===== config.mk =====
export PLATFORM = sky130hd
export DESIGN_NAME = bitmap_page_allocator_top
export DESIGN_NICKNAME = d
export VERILOG_FILES = /design/src/design/bpa_pkg.sv /design/src/design/bpa_ram.sv /design/src/design/bpa_front.sv /design/src/design/bpa_queue.sv /design/src/design/bpa_back.sv /design/src/design/bitmap_page_allocator_top.sv
export SDC_FILE = /design/constraint.sdc
export NUM_CORES = 2
export LEC_CHECK = 0
export BUFFER_PORTS_ARGS = -buffer_cell sky130_fd_sc_hd__buf_4
export CAP_MARGIN = 40
export CORE_ASPECT_RATIO = 1.75
export CORE_MARGIN = 2
export CORE_UTILIZATION = 34
export DETAILED_ROUTE_END_ITERATION = 7
export SLEW_MARGIN = 15
export SYNTH_ARGS = -nofsm -noshare
export SYNTH_HDL_FRONTEND = slang
export SYNTH_HIERARCHICAL = 1
export SYNTH_MEMORY_MAX_BITS = 65536
export SYNTH_SLANG_ARGS = --single-unit

===== constraint.sdc =====
create_clock -name clk -period 8.5 [get_ports clk]
set_input_delay 1.7 -clock clk [delete_from_list [all_inputs] [get_ports clk]]
set_output_delay 1.7 -clock clk [all_outputs]
set_load 0.005 [all_outputs]

===== src/design/bpa_pkg.sv =====
// shared types and constants of the bitmap page allocator
package bpa_pkg;

  localparam int CMD_W         = 2;
  localparam int PAGE_W        = 12;
  localparam int STATUS_W      = 2;
  localparam int COUNT_W       = 13;
  localparam int IN_DATA_W     = 16;
  localparam int OUT_DATA_W    = 32;
  localparam int WORD_W        = 64;
  localparam int WORD_SH       = 6;
  localparam int QUEUE_DEPTH   = 2;
  localparam int DEF_NUM_PAGES = 4096;

  typedef enum logic [CMD_W-1:0] {
    CMD_ALLOC = 2'd0,
    CMD_FREE  = 2'd1,
    CMD_MARK  = 2'd2,
    CMD_CHECK = 2'd3
  } cmd_t;

  typedef enum logic [STATUS_W-1:0] {
    ST_OK     = 2'd0,
    ST_FULL   = 2'd1,
    ST_RANGE  = 2'd2,
    ST_BEYOND = 2'd3
  } status_t;

  typedef enum logic [1:0] {
    S_CLEAR = 2'd0,
    S_IDLE  = 2'd1,
    S_RMW   = 2'd2,
    S_SCAN  = 2'd3
  } state_t;

  // classified request handed from front to back
  typedef struct packed {
    cmd_t              cmd;
    logic [PAGE_W-1:0] page;
    logic              in_range;
    logic              nonzero;
  } req_t;

  typedef struct packed {
    logic clearing;
  } back_stat_t;

endpackage


===== src/design/bpa_ram.sv =====
// generic simple dual-port ram with registered read
module bpa_ram #(
  parameter int WIDTH = 64,
  parameter int DEPTH = 64,
  parameter int AW    = (DEPTH > 1) ? $clog2(DEPTH) : 1
) (
  input  logic             clk,
  input  logic             we,
  input  logic [AW-1:0]    waddr,
  input  logic [WIDTH-1:0] wdata,
  input  logic             re,
  input  logic [AW-1:0]    raddr,
  output logic [WIDTH-1:0] rdata
);

  logic [WIDTH-1:0] mem_r [DEPTH];
  logic [WIDTH-1:0] rdata_r;

  always_ff @(posedge clk) begin
    if (we) begin
      mem_r[waddr] <= wdata;
    end
  end

  always_ff @(posedge clk) begin
    if (re) begin
      rdata_r <= mem_r[raddr];
    end
  end

  assign rdata = rdata_r;

endmodule


===== src/design/bpa_front.sv =====
// front stage: takes requests, decodes the command and range-checks the page
module bpa_front #(
  parameter int NUM_PAGES = bpa_pkg::DEF_NUM_PAGES
) (
  input  logic                           clk,
  input  logic                           rst_n,
  input  logic                           in_tvalid,
  output logic                           in_tready,
  input  logic [bpa_pkg::IN_DATA_W-1:0]  in_tdata,
  input  bpa_pkg::back_stat_t            back_stat,
  input  logic                           q_ready,
  output logic                           q_push,
  output bpa_pkg::req_t                  q_req
);
  import bpa_pkg::*;

  localparam int CW = $clog2(NUM_PAGES + 1);
  localparam int XW = (CW > PAGE_W) ? CW : PAGE_W + 1;

  logic              fr_valid_r, fr_valid_nxt;
  req_t              fr_req_r, fr_req_nxt;
  logic              in_acc;
  logic [PAGE_W-1:0] in_page;

  assign in_tready = !back_stat.clearing && (!fr_valid_r || q_ready);
  assign in_acc    = in_tvalid && in_tready;
  assign in_page   = in_tdata[CMD_W +: PAGE_W];

  always_comb begin
    fr_req_nxt          = fr_req_r;
    fr_valid_nxt        = fr_valid_r && !q_ready;
    if (in_acc) begin
      fr_valid_nxt        = 1'b1;
      fr_req_nxt.cmd      = cmd_t'(in_tdata[CMD_W-1:0]);
      fr_req_nxt.page     = in_page;
      fr_req_nxt.in_range = XW'(in_page) < XW'(NUM_PAGES);
      fr_req_nxt.nonzero  = in_page != '0;
    end
  end

  always_ff @(posedge clk) begin
    if (!rst_n) begin
      fr_valid_r <= 1'b0;
    end else begin
      fr_valid_r <= fr_valid_nxt;
    end
  end

  always_ff @(posedge clk) begin
    fr_req_r <= fr_req_nxt;
  end

  assign q_push = fr_valid_r;
  assign q_req  = fr_req_r;

endmodule


===== src/design/bpa_queue.sv =====
// short request queue between front and back
module bpa_queue (
  input  logic          clk,
  input  logic          rst_n,
  input  logic          push_valid,
  output logic          push_ready,
  input  bpa_pkg::req_t push_req,
  output logic          pop_valid,
  input  logic          pop_ready,
  output bpa_pkg::req_t pop_req
);
  import bpa_pkg::*;

  localparam int PW = (QUEUE_DEPTH > 1) ? $clog2(QUEUE_DEPTH) : 1;
  localparam int NW = $clog2(QUEUE_DEPTH + 1);
  localparam logic [PW-1:0] LAST_SLOT = PW'(QUEUE_DEPTH - 1);

  req_t          mem_r [QUEUE_DEPTH];
  logic [PW-1:0] wr_ptr_r, wr_ptr_nxt;
  logic [PW-1:0] rd_ptr_r, rd_ptr_nxt;
  logic [NW-1:0] cnt_r, cnt_nxt;
  logic          push_fire, pop_fire;

  assign push_ready = cnt_r != NW'(QUEUE_DEPTH);
  assign pop_valid  = cnt_r != '0;
  assign push_fire  = push_valid && push_ready;
  assign pop_fire   = pop_valid && pop_ready;
  assign pop_req    = mem_r[rd_ptr_r];

  always_comb begin
    wr_ptr_nxt = wr_ptr_r;
    rd_ptr_nxt = rd_ptr_r;
    cnt_nxt    = cnt_r;
    if (push_fire) begin
      wr_ptr_nxt = (wr_ptr_r == LAST_SLOT) ? '0 : wr_ptr_r + PW'(1);
    end
    if (pop_fire) begin
      rd_ptr_nxt = (rd_ptr_r == LAST_SLOT) ? '0 : rd_ptr_r + PW'(1);
    end
    if (push_fire && !pop_fire) begin
      cnt_nxt = cnt_r + NW'(1);
    end else if (pop_fire && !push_fire) begin
      cnt_nxt = cnt_r - NW'(1);
    end
  end

  always_ff @(posedge clk) begin
    if (!rst_n) begin
      wr_ptr_r <= '0;
      rd_ptr_r <= '0;
      cnt_r    <= '0;
    end else begin
      wr_ptr_r <= wr_ptr_nxt;
      rd_ptr_r <= rd_ptr_nxt;
      cnt_r    <= cnt_nxt;
    end
  end

  always_ff @(posedge clk) begin
    if (push_fire) begin
      mem_r[wr_ptr_r] <= push_req;
    end
  end

endmodule


===== src/design/bpa_back.sv =====
// back stage: owns the bitmap ram and high-water count and executes requests
module bpa_back #(
  parameter int NUM_PAGES = bpa_pkg::DEF_NUM_PAGES
) (
  input  logic                           clk,
  input  logic                           rst_n,
  input  logic                           q_valid,
  output logic                           q_pop,
  input  bpa_pkg::req_t                  q_req,
  output bpa_pkg::back_stat_t            back_stat,
  output logic                           out_tvalid,
  input  logic                           out_tready,
  output logic [bpa_pkg::OUT_DATA_W-1:0] out_tdata
);
  import bpa_pkg::*;

  localparam int CW        = $clog2(NUM_PAGES + 1);
  localparam int XW        = (CW > PAGE_W) ? CW : PAGE_W + 1;
  localparam int MAP_WORDS = (NUM_PAGES + WORD_W - 1) / WORD_W;
  localparam int AW        = (MAP_WORDS > 1) ? $clog2(MAP_WORDS) : 1;
  localparam int TAIL      = NUM_PAGES % WORD_W;
  localparam logic [AW-1:0] LAST_WORD = AW'(MAP_WORDS - 1);
  // pages past the end of the map in the last word read as used
  localparam logic [WORD_W-1:0] PAD_MASK =
    (TAIL == 0) ? '0 : ~((WORD_W'(1) << TAIL) - WORD_W'(1));
  localparam logic [WORD_W-1:0] RESET_WORD0 = WORD_W'(3);

  typedef struct packed {
    logic               found;
    logic [WORD_SH-1:0] idx;
  } zf_t;

  function automatic zf_t first_zero(input logic [WORD_W-1:0] w);
    zf_t z;
    z.found = 1'b0;
    z.idx   = '0;
    for (int i = WORD_W - 1; i >= 0; i--) begin
      if (!w[i]) begin
        z.found = 1'b1;
        z.idx   = WORD_SH'(i);
      end
    end
    return z;
  endfunction

  state_t             state_r, state_nxt;
  logic [CW-1:0]      hw_r, hw_nxt;
  logic [AW-1:0]      clr_addr_r, clr_addr_nxt;
  logic [AW-1:0]      chk_addr_r, chk_addr_nxt;
  req_t               op_req_r, op_req_nxt;
  logic               out_valid_r, out_valid_nxt;
  logic [PAGE_W-1:0]  res_page_r, res_page_nxt;
  status_t            res_status_r, res_status_nxt;
  logic [COUNT_W-1:0] res_count_r, res_count_nxt;

  logic               ram_we, ram_re;
  logic [AW-1:0]      ram_waddr, ram_raddr;
  logic [WORD_W-1:0]  ram_wdata, ram_rdata;

  logic [XW-1:0]      q_pg_ext, op_pg_ext;
  logic               q_below_hw;
  logic [AW-1:0]      q_word, op_word;
  logic [WORD_W-1:0]  bit_mask, scan_word;
  zf_t                zf;
  logic [AW+WORD_SH-1:0] alloc_full;
  logic [CW-1:0]      alloc_pg;

  assign q_pop      = (state_r == S_IDLE) && q_valid && (!out_valid_r || out_tready);
  assign q_pg_ext   = XW'(q_req.page);
  assign op_pg_ext  = XW'(op_req_r.page);
  assign q_below_hw = q_pg_ext < XW'(hw_r);
  assign q_word     = q_pg_ext[WORD_SH +: AW];
  assign op_word    = op_pg_ext[WORD_SH +: AW];
  assign bit_mask   = WORD_W'(1) << op_req_r.page[WORD_SH-1:0];
  assign scan_word  = ram_rdata | ((chk_addr_r == LAST_WORD) ? PAD_MASK : '0);
  assign zf         = first_zero(scan_word);
  assign alloc_full = {chk_addr_r, zf.idx};
  assign alloc_pg   = CW'(alloc_full);

  always_comb begin
    state_nxt = state_r;
    case (state_r)
      S_CLEAR: begin
        if (clr_addr_r == LAST_WORD) begin
          state_nxt = S_IDLE;
        end
      end
      S_IDLE: begin
        if (q_pop) begin
          case (q_req.cmd)
            CMD_ALLOC: state_nxt = S_SCAN;
            CMD_FREE: begin
              if (q_req.in_range && q_req.nonzero) begin
                state_nxt = S_RMW;
              end
            end
            CMD_MARK: begin
              if (q_req.in_range && !q_below_hw) begin
                state_nxt = S_RMW;
              end
            end
            default: state_nxt = S_IDLE;
          endcase
        end
      end
      S_RMW: state_nxt = S_IDLE;
      S_SCAN: begin
        if (zf.found || chk_addr_r == LAST_WORD) begin
          state_nxt = S_IDLE;
        end
      end
      default: state_nxt = S_IDLE;
    endcase
  end

  always_comb begin
    hw_nxt         = hw_r;
    clr_addr_nxt   = clr_addr_r;
    chk_addr_nxt   = chk_addr_r;
    op_req_nxt     = op_req_r;
    out_valid_nxt  = out_valid_r && !out_tready;
    res_page_nxt   = res_page_r;
    res_status_nxt = res_status_r;
    res_count_nxt  = res_count_r;
    ram_we         = 1'b0;
    ram_waddr      = '0;
    ram_wdata      = '0;
    ram_re         = 1'b0;
    ram_raddr      = '0;
    case (state_r)
      S_CLEAR: begin
        ram_we       = 1'b1;
        ram_waddr    = clr_addr_r;
        ram_wdata    = (clr_addr_r == '0) ? RESET_WORD0 : '0;
        clr_addr_nxt = clr_addr_r + AW'(1);
      end
      S_IDLE: begin
        if (q_pop) begin
          op_req_nxt   = q_req;
          res_page_nxt = q_req.page;
          case (q_req.cmd)
            CMD_ALLOC: begin
              ram_re       = 1'b1;
              ram_raddr    = '0;
              chk_addr_nxt = '0;
            end
            CMD_FREE: begin
              if (q_req.in_range && q_req.nonzero) begin
                ram_re    = 1'b1;
                ram_raddr = q_word;
              end else begin
                out_valid_nxt  = 1'b1;
                res_status_nxt = ST_RANGE;
                res_count_nxt  = COUNT_W'(hw_r);
              end
            end
            CMD_MARK: begin
              if (!q_req.in_range) begin
                out_valid_nxt  = 1'b1;
                res_status_nxt = ST_RANGE;
                res_count_nxt  = COUNT_W'(hw_r);
              end else if (q_below_hw) begin
                out_valid_nxt  = 1'b1;
                res_status_nxt = ST_OK;
                res_count_nxt  = COUNT_W'(hw_r);
              end else begin
                ram_re    = 1'b1;
                ram_raddr = q_word;
                hw_nxt    = CW'(q_pg_ext + XW'(1));
              end
            end
            default: begin
              out_valid_nxt  = 1'b1;
              res_status_nxt = q_below_hw ? ST_OK : ST_BEYOND;
              res_count_nxt  = COUNT_W'(hw_r);
            end
          endcase
        end
      end
      S_RMW: begin
        ram_we         = 1'b1;
        ram_waddr      = op_word;
        ram_wdata      = (op_req_r.cmd == CMD_FREE) ? (ram_rdata & ~bit_mask)
                                                    : (ram_rdata | bit_mask);
        out_valid_nxt  = 1'b1;
        res_status_nxt = ST_OK;
        res_count_nxt  = COUNT_W'(hw_r);
      end
      S_SCAN: begin
        if (zf.found) begin
          ram_we    = 1'b1;
          ram_waddr = chk_addr_r;
          ram_wdata = ram_rdata | (WORD_W'(1) << zf.idx);
          if (alloc_pg >= hw_r) begin
            hw_nxt = alloc_pg + CW'(1);
          end
          out_valid_nxt  = 1'b1;
          res_page_nxt   = PAGE_W'(alloc_full);
          res_status_nxt = ST_OK;
          res_count_nxt  = COUNT_W'((alloc_pg >= hw_r) ? alloc_pg + CW'(1) : hw_r);
        end else if (chk_addr_r == LAST_WORD) begin
          out_valid_nxt  = 1'b1;
          res_page_nxt   = '0;
          res_status_nxt = ST_FULL;
          res_count_nxt  = COUNT_W'(hw_r);
        end else begin
          // next word read overlaps the check of this one
          ram_re       = 1'b1;
          ram_raddr    = chk_addr_r + AW'(1);
          chk_addr_nxt = chk_addr_r + AW'(1);
        end
      end
      default: begin
        out_valid_nxt = out_valid_r && !out_tready;
      end
    endcase
  end

  always_ff @(posedge clk) begin
    if (!rst_n) begin
      state_r     <= S_CLEAR;
      hw_r        <= CW'(2);
      clr_addr_r  <= '0;
      chk_addr_r  <= '0;
      out_valid_r <= 1'b0;
    end else begin
      state_r     <= state_nxt;
      hw_r        <= hw_nxt;
      clr_addr_r  <= clr_addr_nxt;
      chk_addr_r  <= chk_addr_nxt;
      out_valid_r <= out_valid_nxt;
    end
  end

  always_ff @(posedge clk) begin
    op_req_r     <= op_req_nxt;
    res_page_r   <= res_page_nxt;
    res_status_r <= res_status_nxt;
    res_count_r  <= res_count_nxt;
  end

  bpa_ram #(
    .WIDTH (WORD_W),
    .DEPTH (MAP_WORDS),
    .AW    (AW)
  ) u_map_ram (
    .clk   (clk),
    .we    (ram_we),
    .waddr (ram_waddr),
    .wdata (ram_wdata),
    .re    (ram_re),
    .raddr (ram_raddr),
    .rdata (ram_rdata)
  );

  assign back_stat.clearing = state_r == S_CLEAR;
  assign out_tvalid = out_valid_r;
  assign out_tdata  = OUT_DATA_W'({res_count_r, res_status_r, res_page_r});

endmodule


===== src/design/bitmap_page_allocator_top.sv =====
// read-check, rejected requests and write-mark below the count are answered from idle
// free and write-mark that sets a bit: read-modify-write of one map word
// allocate: scans map words from word 0 to the one holding the first free page,
// up to ceil(NUM_PAGES/64) words; back stage takes a new request only once the last is done
// reset: clearing pass over the ceil(NUM_PAGES/64) map ram words, in_tready low
// until it ends; pages 0 and 1 used and the count at 2 afterwards
module bitmap_page_allocator_top #(
  parameter int NUM_PAGES = bpa_pkg::DEF_NUM_PAGES
) (
  input  logic                           clk,
  input  logic                           rst_n,
  input  logic                           in_tvalid,
  output logic                           in_tready,
  // [1:0] command, [13:2] page_number
  input  logic [bpa_pkg::IN_DATA_W-1:0]  in_tdata,
  output logic                           out_tvalid,
  input  logic                           out_tready,
  // [11:0] result_page, [13:12] status, [26:14] page_count_now
  output logic [bpa_pkg::OUT_DATA_W-1:0] out_tdata
);
  import bpa_pkg::*;

  back_stat_t back_stat;
  logic       fq_valid, fq_ready;
  req_t       fq_req;
  logic       qb_valid, qb_pop;
  req_t       qb_req;

  bpa_front #(
    .NUM_PAGES (NUM_PAGES)
  ) u_front (
    .clk       (clk),
    .rst_n     (rst_n),
    .in_tvalid (in_tvalid),
    .in_tready (in_tready),
    .in_tdata  (in_tdata),
    .back_stat (back_stat),
    .q_ready   (fq_ready),
    .q_push    (fq_valid),
    .q_req     (fq_req)
  );

  bpa_queue u_queue (
    .clk        (clk),
    .rst_n      (rst_n),
    .push_valid (fq_valid),
    .push_ready (fq_ready),
    .push_req   (fq_req),
    .pop_valid  (qb_valid),
    .pop_ready  (qb_pop),
    .pop_req    (qb_req)
  );

  bpa_back #(
    .NUM_PAGES (NUM_PAGES)
  ) u_back (
    .clk        (clk),
    .rst_n      (rst_n),
    .q_valid    (qb_valid),
    .q_pop      (qb_pop),
    .q_req      (qb_req),
    .back_stat  (back_stat),
    .out_tvalid (out_tvalid),
    .out_tready (out_tready),
    .out_tdata  (out_tdata)
  );

endmodule


After elaboration in Yosys (flattened, before gate mapping)

Memories as Yosys holds them, arrays and structs flattened. A register that Yosys moved wholly into a read port is not among the register bits.
Index checks and enable logic that the tools add are counted.

Memories: 2
Register bits: 89
Logic and storage cells: 245
Output and inout bits: 34
Bits in writable memories: 4126
Input bits: 20

Memory list:

| memory                 | depth | width | rd ports | clocked after Yosys merged registers in | wr ports | RTL line        | source |
|---|---|---|---|---|---|---|---|
| u_back.u_map_ram.mem_r | 64    | 64    | 1        | 1                                       | 1        | bpa_ram.sv:16   | `logic [WIDTH-1:0] mem_r [DEPTH];` |
| u_queue.mem_r          | 2     | 15    | 1        | 1                                       | 1        | bpa_queue.sv:18 | `req_t mem_r [QUEUE_DEPTH];` |

Equal/unequal tests: 25
Order comparisons: 2
Multiplexer cells: 147
Add/subtract/negate cells: 8
Reductions and logical operators: 38
Shift-type cells: 2
Bitwise operators: 4

Operators with widths:

| kind                                              | number |
|---|---|
| 2-to-1 mux 7 bit                                  | 64 |
| one-hot mux 64 bit (3 select lines)               | 1 |
| 2-to-1 mux 13 bit                                 | 12 |
| 2-to-1 mux 64 bit                                 | 2 |
| bitwise OR 64 bit                                 | 2 |
| left shift 1 x 6 -> 64 bit (first input constant) | 2 |
| one-hot mux 13 bit (3 select lines)               | 2 |
| 2-to-1 mux 6 bit                                  | 11 |
| AND 64 bit                                        | 1 |
| NOT 64 bit                                        | 1 |
| 2-to-1 mux 12 bit                                 | 3 |
| one-hot mux 6 bit (2 select lines)                | 3 |
| 2-to-1 mux 2 bit                                  | 15 |
| adder 12 x 1 -> 13 bit (second input constant)    | 2 |
| one-hot mux 13 bit (2 select lines)               | 1 |
| one-hot mux 12 bit (2 select lines)               | 1 |
| 2-to-1 mux 1 bit                                  | 22 |
| one-hot mux 2 bit (3 select lines)                | 3 |
| one-hot mux 6 bit (3 select lines)                | 1 |
| != test 2 bit (second input constant)             | 8 |
| >= comparator 12 x 13 -> 1 bit                    | 1 |
| less-than comparator 12 x 13 -> 1 bit             | 1 |
| adder 6 x 1 -> 6 bit (second input constant)      | 2 |
| equality test 6 bit (second input constant)       | 2 |
| other kinds (26)                                  | 63 |

Logic depth before layout (Yosys ltp)

Word-level depth: 68
Gate-level depth with buffers: 23
Depth with buffers taken out: 15

Modules after synthesis

The synthesis kept the hierarchy.

Modules (own cells, without submodules):

| module    | cells an instance | area each (µm²) | times used | sequential area each (µm²) |
|---|---|---|---|---|
| bpa_ram   | 6607              | 157004.3        | 1          | 124919.8 |
| bpa_back  | 1007              | 7556.0          | 1          | 1791.7 |
| bpa_queue | 74                | 1393.8          | 1          | 1061.0 |
| bpa_front | 27                | 544.3           | 1          | 470.5 |

Worst setup path after synthesis

Ideal clock, no wire load.

Kind: reg2reg
Start: reg u_back.u_map_ram.rdata_r[43] (netlist: u_back/u_map_ram/rdata[43]), read port of u_back.u_map_ram.mem_r
End: mem u_back.u_map_ram.mem_r[32][0] (enable)
Cell stages (with the launch flop): 12
Path buffers: 2
Data required time: 7.935 ns
Setup time: 0.565 ns
Clock period less this slack: 7.431 ns
Arrival time: 6.867 ns
Slack: 1.069 ns
Cells stage by stage: edfxtp_1 nand4_2 nor4_4 nand4_4 clkbuf_1 nand3_1 o21ai_0 a22o_1 clkbuf_1 nor4bb_1 nand2b_1 nor3_1

Elaborated cells between the ends (all ways): 50
Those cells by class: mux: 50

RTL lines:

| what                               | RTL line        | source |
|---|---|---|
| start: declaration                 | bpa_ram.sv:17   | `logic [WIDTH-1:0] rdata_r;` |
| 2-to-1 mux 7 bit (44 in series)    | bpa_back.sv:38  | `if (!w[i]) begin` |
| 2-to-1 mux 6 bit                   | bpa_back.sv:190 | `if (zf.found) begin` |
| one-hot mux 6 bit (3 select lines) | bpa_back.sv:130 | `case (state_r)` |
| via u_back.ram_waddr[3]            | bpa_back.sv:57  | `logic [AW-1:0] ram_waddr, ram_raddr;` |
| end: declaration                   | bpa_ram.sv:16   |  |

The timed path passes the listed nets, and every way through them passes these cells.

==> impl_metrics.tcl <==
set metrics [dict create \
    seq_area_sq_mm 0.128 \
    yosys_register_bits 4282 \
    place_congestion 0.926 \
    cts_resized 0 \
    grt_use_total 0.198 \
    dieWidth_microns 533 \
    period_minus_slack_ns 7.21 \
    antenna_found_initial 7 \
    drc 0 \
    fillers 43001 \
    post_cts_buffers 0 \
    first_iter_violations 9454 \
    tns_ns 0 \
    cts.sinks 4282 \
    synth_top_area_share 0.766 \
    finalSetupViolCount 0 \
    synth-edff-count 4248 \
    fin_skew_ns 0.0986 \
    grt_pass1_wl_microns 689000 \
    hp-class "reg -> reg" \
    grt_pass1_vias 86320 \
    clkLatencyLatePin_ns 0.98 \
    postCtsHoldBufs 0 \
    hold_start "u_front/q_req[2]" \
    synth.avg_cell_area_sq_um 21.6 \
    yosysUniqueCellTypes 95 \
    finalPower_w 0.0398 \
    dp_hpwl_microns 293000 \
    io-pin-count 54 \
    area_delta_synth_final_pct 14.2 \
    syn_inst 7715 \
    fp.dieH_microns 930 \
    fp.coreArea_sq_mm 0.489 \
    ys_warn_count 6 \
    clkTransAtPathRegs_ns 0.07 \
    initial_core_util 0.341 \
    irDropWorstVdd_mv 0.167 \
    synthesis.area_sq_mm 0.166 \
    port_buffers 46 \
    cp.required_ns 9.32 \
    critPathLaunchType "register" \
    arrival_ns 8.03 \
    rsz0062_at_grt "no" \
    rows 340 \
    synthArstFlopShare 0 \
    clockBufferDepth 4 \
    vias 84528 \
    dieArea_sq_mm 0.496 \
    p_leak_nw 58.2 \
    drt_pass1_iterations 6 \
    maxCapViolations 0 \
    cpPeakStageDelay_ns 0.83 \
    path_max_fanout 26 \
    wl_microns 502000 \
    crit_top_cell "buf_4" \
    multiInputGateArea_sq_mm 0.0375 \
    critPathSlowestCell "dfxtp_1" \
    end_kind "register" \
    cts_tree "built" \
    cellPowerDensity_mw_per_mm2 210 \
    nNetsFinal 8152 \
    fin_crit_sh 0.849 \
    crit_chain "mux2_2, ha_1, a21o_1, a21oi_1, and3_1, o2111ai_1, nand3_1, a21boi_0, and3_1, a22o_4, buf_4, nor2b_4, buf_12, buf_4, a22oi_1, nand2_1, a21oi_1, nor3_1, buf_4" \
    worstMarginPinSlew_ns 0.956 \
    wire_per_inst_microns 33.7 \
    vias_per_cell 5.68 \
    max_freq_ghz 0.139 \
    ys_seq_area_frac 0.770 \
    hold_viol_final 0 \
    cts_buffers 357 \
    synth_top_cell_by_area "edfxtp_1" \
    yosys_most_used_dff "edfxtp_1" \
    status "completed" \
    grt_max_degree 81 \
    overflow 0 \
    drive_above_1_share 0.281 \
    max_slew_margin 0.363 \
    synthTopCellsByArea "edfxtp_1 77%, mux4_2 14%, a22oi_1 0.83%" \
    ctsHtreeMaxLevel 5 \
    drv_slew 0 \
    cts_root_buf "clkbuf_16" \
    worstSetupPathType "reg -> reg" \
    ant_nets 0 \
]
sequential cells by signal, summed over array words and instances (netlist names), 12 cells and up, named ones only:
register	count
u_back/op_pg_ext	12
u_back/res_page_r	12
u_back/res_count_r	13
u_back/u_map_ram/rdata	64
u_back/hw_r	13
u_back/u_map_ram/mem_r	4096
u_queue/mem_r	32
u_front/q_req	15
cell usage after synthesis (5+ instances only):
| cell type | instances |
|---|---|
| a211oi_1 | 6 |
| a21o_1 | 7 |
| a21oi_1 | 235 |
| a222oi_1 | 26 |
| a22o_1 | 13 |
| a22oi_1 | 185 |
| a311oi_1 | 6 |
| a31o_2 | 12 |
| a31oi_1 | 45 |
| and2_1 | 20 |
| and3_1 | 17 |
| and4_1 | 6 |
| buf_1 | 60 |
| buf_2 | 122 |
| buf_4 | 40 |
| buf_6 | 11 |
| clkbuf_1 | 209 |
| dfxtp_1 | 34 |
| edfxtp_1 | 4248 |
| ha_1 | 36 |
| inv_1 | 43 |
| mux2_2 | 120 |
| mux2i_1 | 81 |
| mux4_2 | 1059 |
| nand2_1 | 282 |
| nand2b_1 | 15 |
| nand3_1 | 92 |
| nand3b_1 | 9 |
| nand4_1 | 35 |
| nor2_1 | 156 |
| nor2b_1 | 25 |
| nor3_1 | 78 |
| nor4_1 | 8 |
| o2111ai_1 | 5 |
| o211ai_1 | 7 |
| o21ai_0 | 70 |
| o21ai_1 | 13 |
| o221ai_1 | 14 |
| o22ai_1 | 129 |
| o32ai_1 | 11 |
| or2_2 | 5 |
| or3_1 | 6 |
| xnor2_1 | 14 |
| xor2_1 | 12 |
through the flow:
| stage | hold slack (ns) | setup slack, ns | instance area, sq um | utilization | instances |
|---|---|---|---|---|---|
| final | 0.434 | 1.29 | 190000 | 0.389 | 14870 |
| after detailed placement | 0.433 | 1.30 | 179000 | 0.366 | 14226 |
| after floorplan | 0.421 | 1.07 | 167000 | - | 7719 |
| after global routing | 0.463 | 1.08 | 190000 | 0.389 | 14866 |
| after CTS | 0.437 | 1.24 | 190000 | 0.389 | 14856 |
| after global placement | 0.432 | 1.16 | 178000 | 0.364 | 14192 |
placed cells by master (no fill, tap or decap), types with 12 or more instances in the layout:
cell and n:
edfxtp_1 4248, mux4_2 1059, clkbuf_16 366, buf_4 345
nand2_1 279, a21oi_1 235, a22oi_1 185, mux2_2 120
buf_12 97, o22ai_1 93, nor2_1 92, nand3_1 89
mux2i_1 81, nor3_1 76, o21ai_0 69, clkinv_2 68
clkinv_1 65, nor2_4 64, clkbuf_1 57, a31oi_1 45
inv_1 43, o22ai_4 36, ha_1 36, nand4_1 35
dfxtp_1 34, bufinv_16 27, a222oi_1 26, nor2b_1 19
and2_1 18, and3_1 17, clkinvlp_4 16, inv_6 14
xnor2_1 14, nand2b_1 13, a31o_2 12, o221ai_4 12
xor2_1 12
area by class of cell:
class,instances,share of cell area
Sequential cell,4282,0.674
Multi-Input combinational cell,2947,0.197
Inverter,48,0.000993
Antenna cell,5,0.0000658
Timing Repair Buffer,460,0.0257
Tap cell,6498,0.0427
Clock inverter,205,0.00982
Clock buffer,425,0.0494
worst max-delay path: cells and delay by family (launching register included):
| family | cells | cell delay [ns] |
|---|---|---|
| mux | 1 | 0.53 |
| compound gates | 7 | 1.57 |
| flops | 1 | 0.83 |
| buf+inv | 4 | 1.15 |
| simple gates | 6 | 2.50 |
| fa+ha+maj | 1 | 0.36 |
path summary, 6_finish.rpt:
| path | end | slack (ns) | cells after the start |
|---|---|---|---|
| hold / removal | u_queue/mem_r[1][2] | 0.43 | 0 |
| setup reg to reg | u_back/u_map_ram/rdata[32] | 1.29 | 19 |
| hold reg to reg | u_queue/mem_r[1][2] | 0.43 | 0 |
| setup / recovery | u_back/u_map_ram/rdata[32] | 1.29 | 19 |
cells by family (layout without fill, tap and decap cells):
family	count (synthesis)	count (layout)	share of synthesized area
compound gates	831	831	0.0331
xor+xnor	26	26	0.00137
fa+ha+maj	36	36	0.00271
buf+inv	490	1138	0.0134
flops	4282	4282	0.770
mux	1260	1260	0.156
other cells	2	11	0.0000451
simple gates	788	788	0.0229
report_power, final:
group / switching [W] / internal (W) / total, W
Combinational: 0.000306 / 0.000136 / 0.000442
Sequential: 0.0000277 / 0.0230 / 0.0230
Clock: 0.00760 / 0.00876 / 0.0164
per-layer routing:
layer / GRT usage / part of all wire
met2: 0.363 / 0.53
met3: 0.0260 / 0.069
met1: 0.220 / 0.33
met4: 0.112 / 0.066
met5: 0 / 0.000054
(Power assumes the default switching activity.)
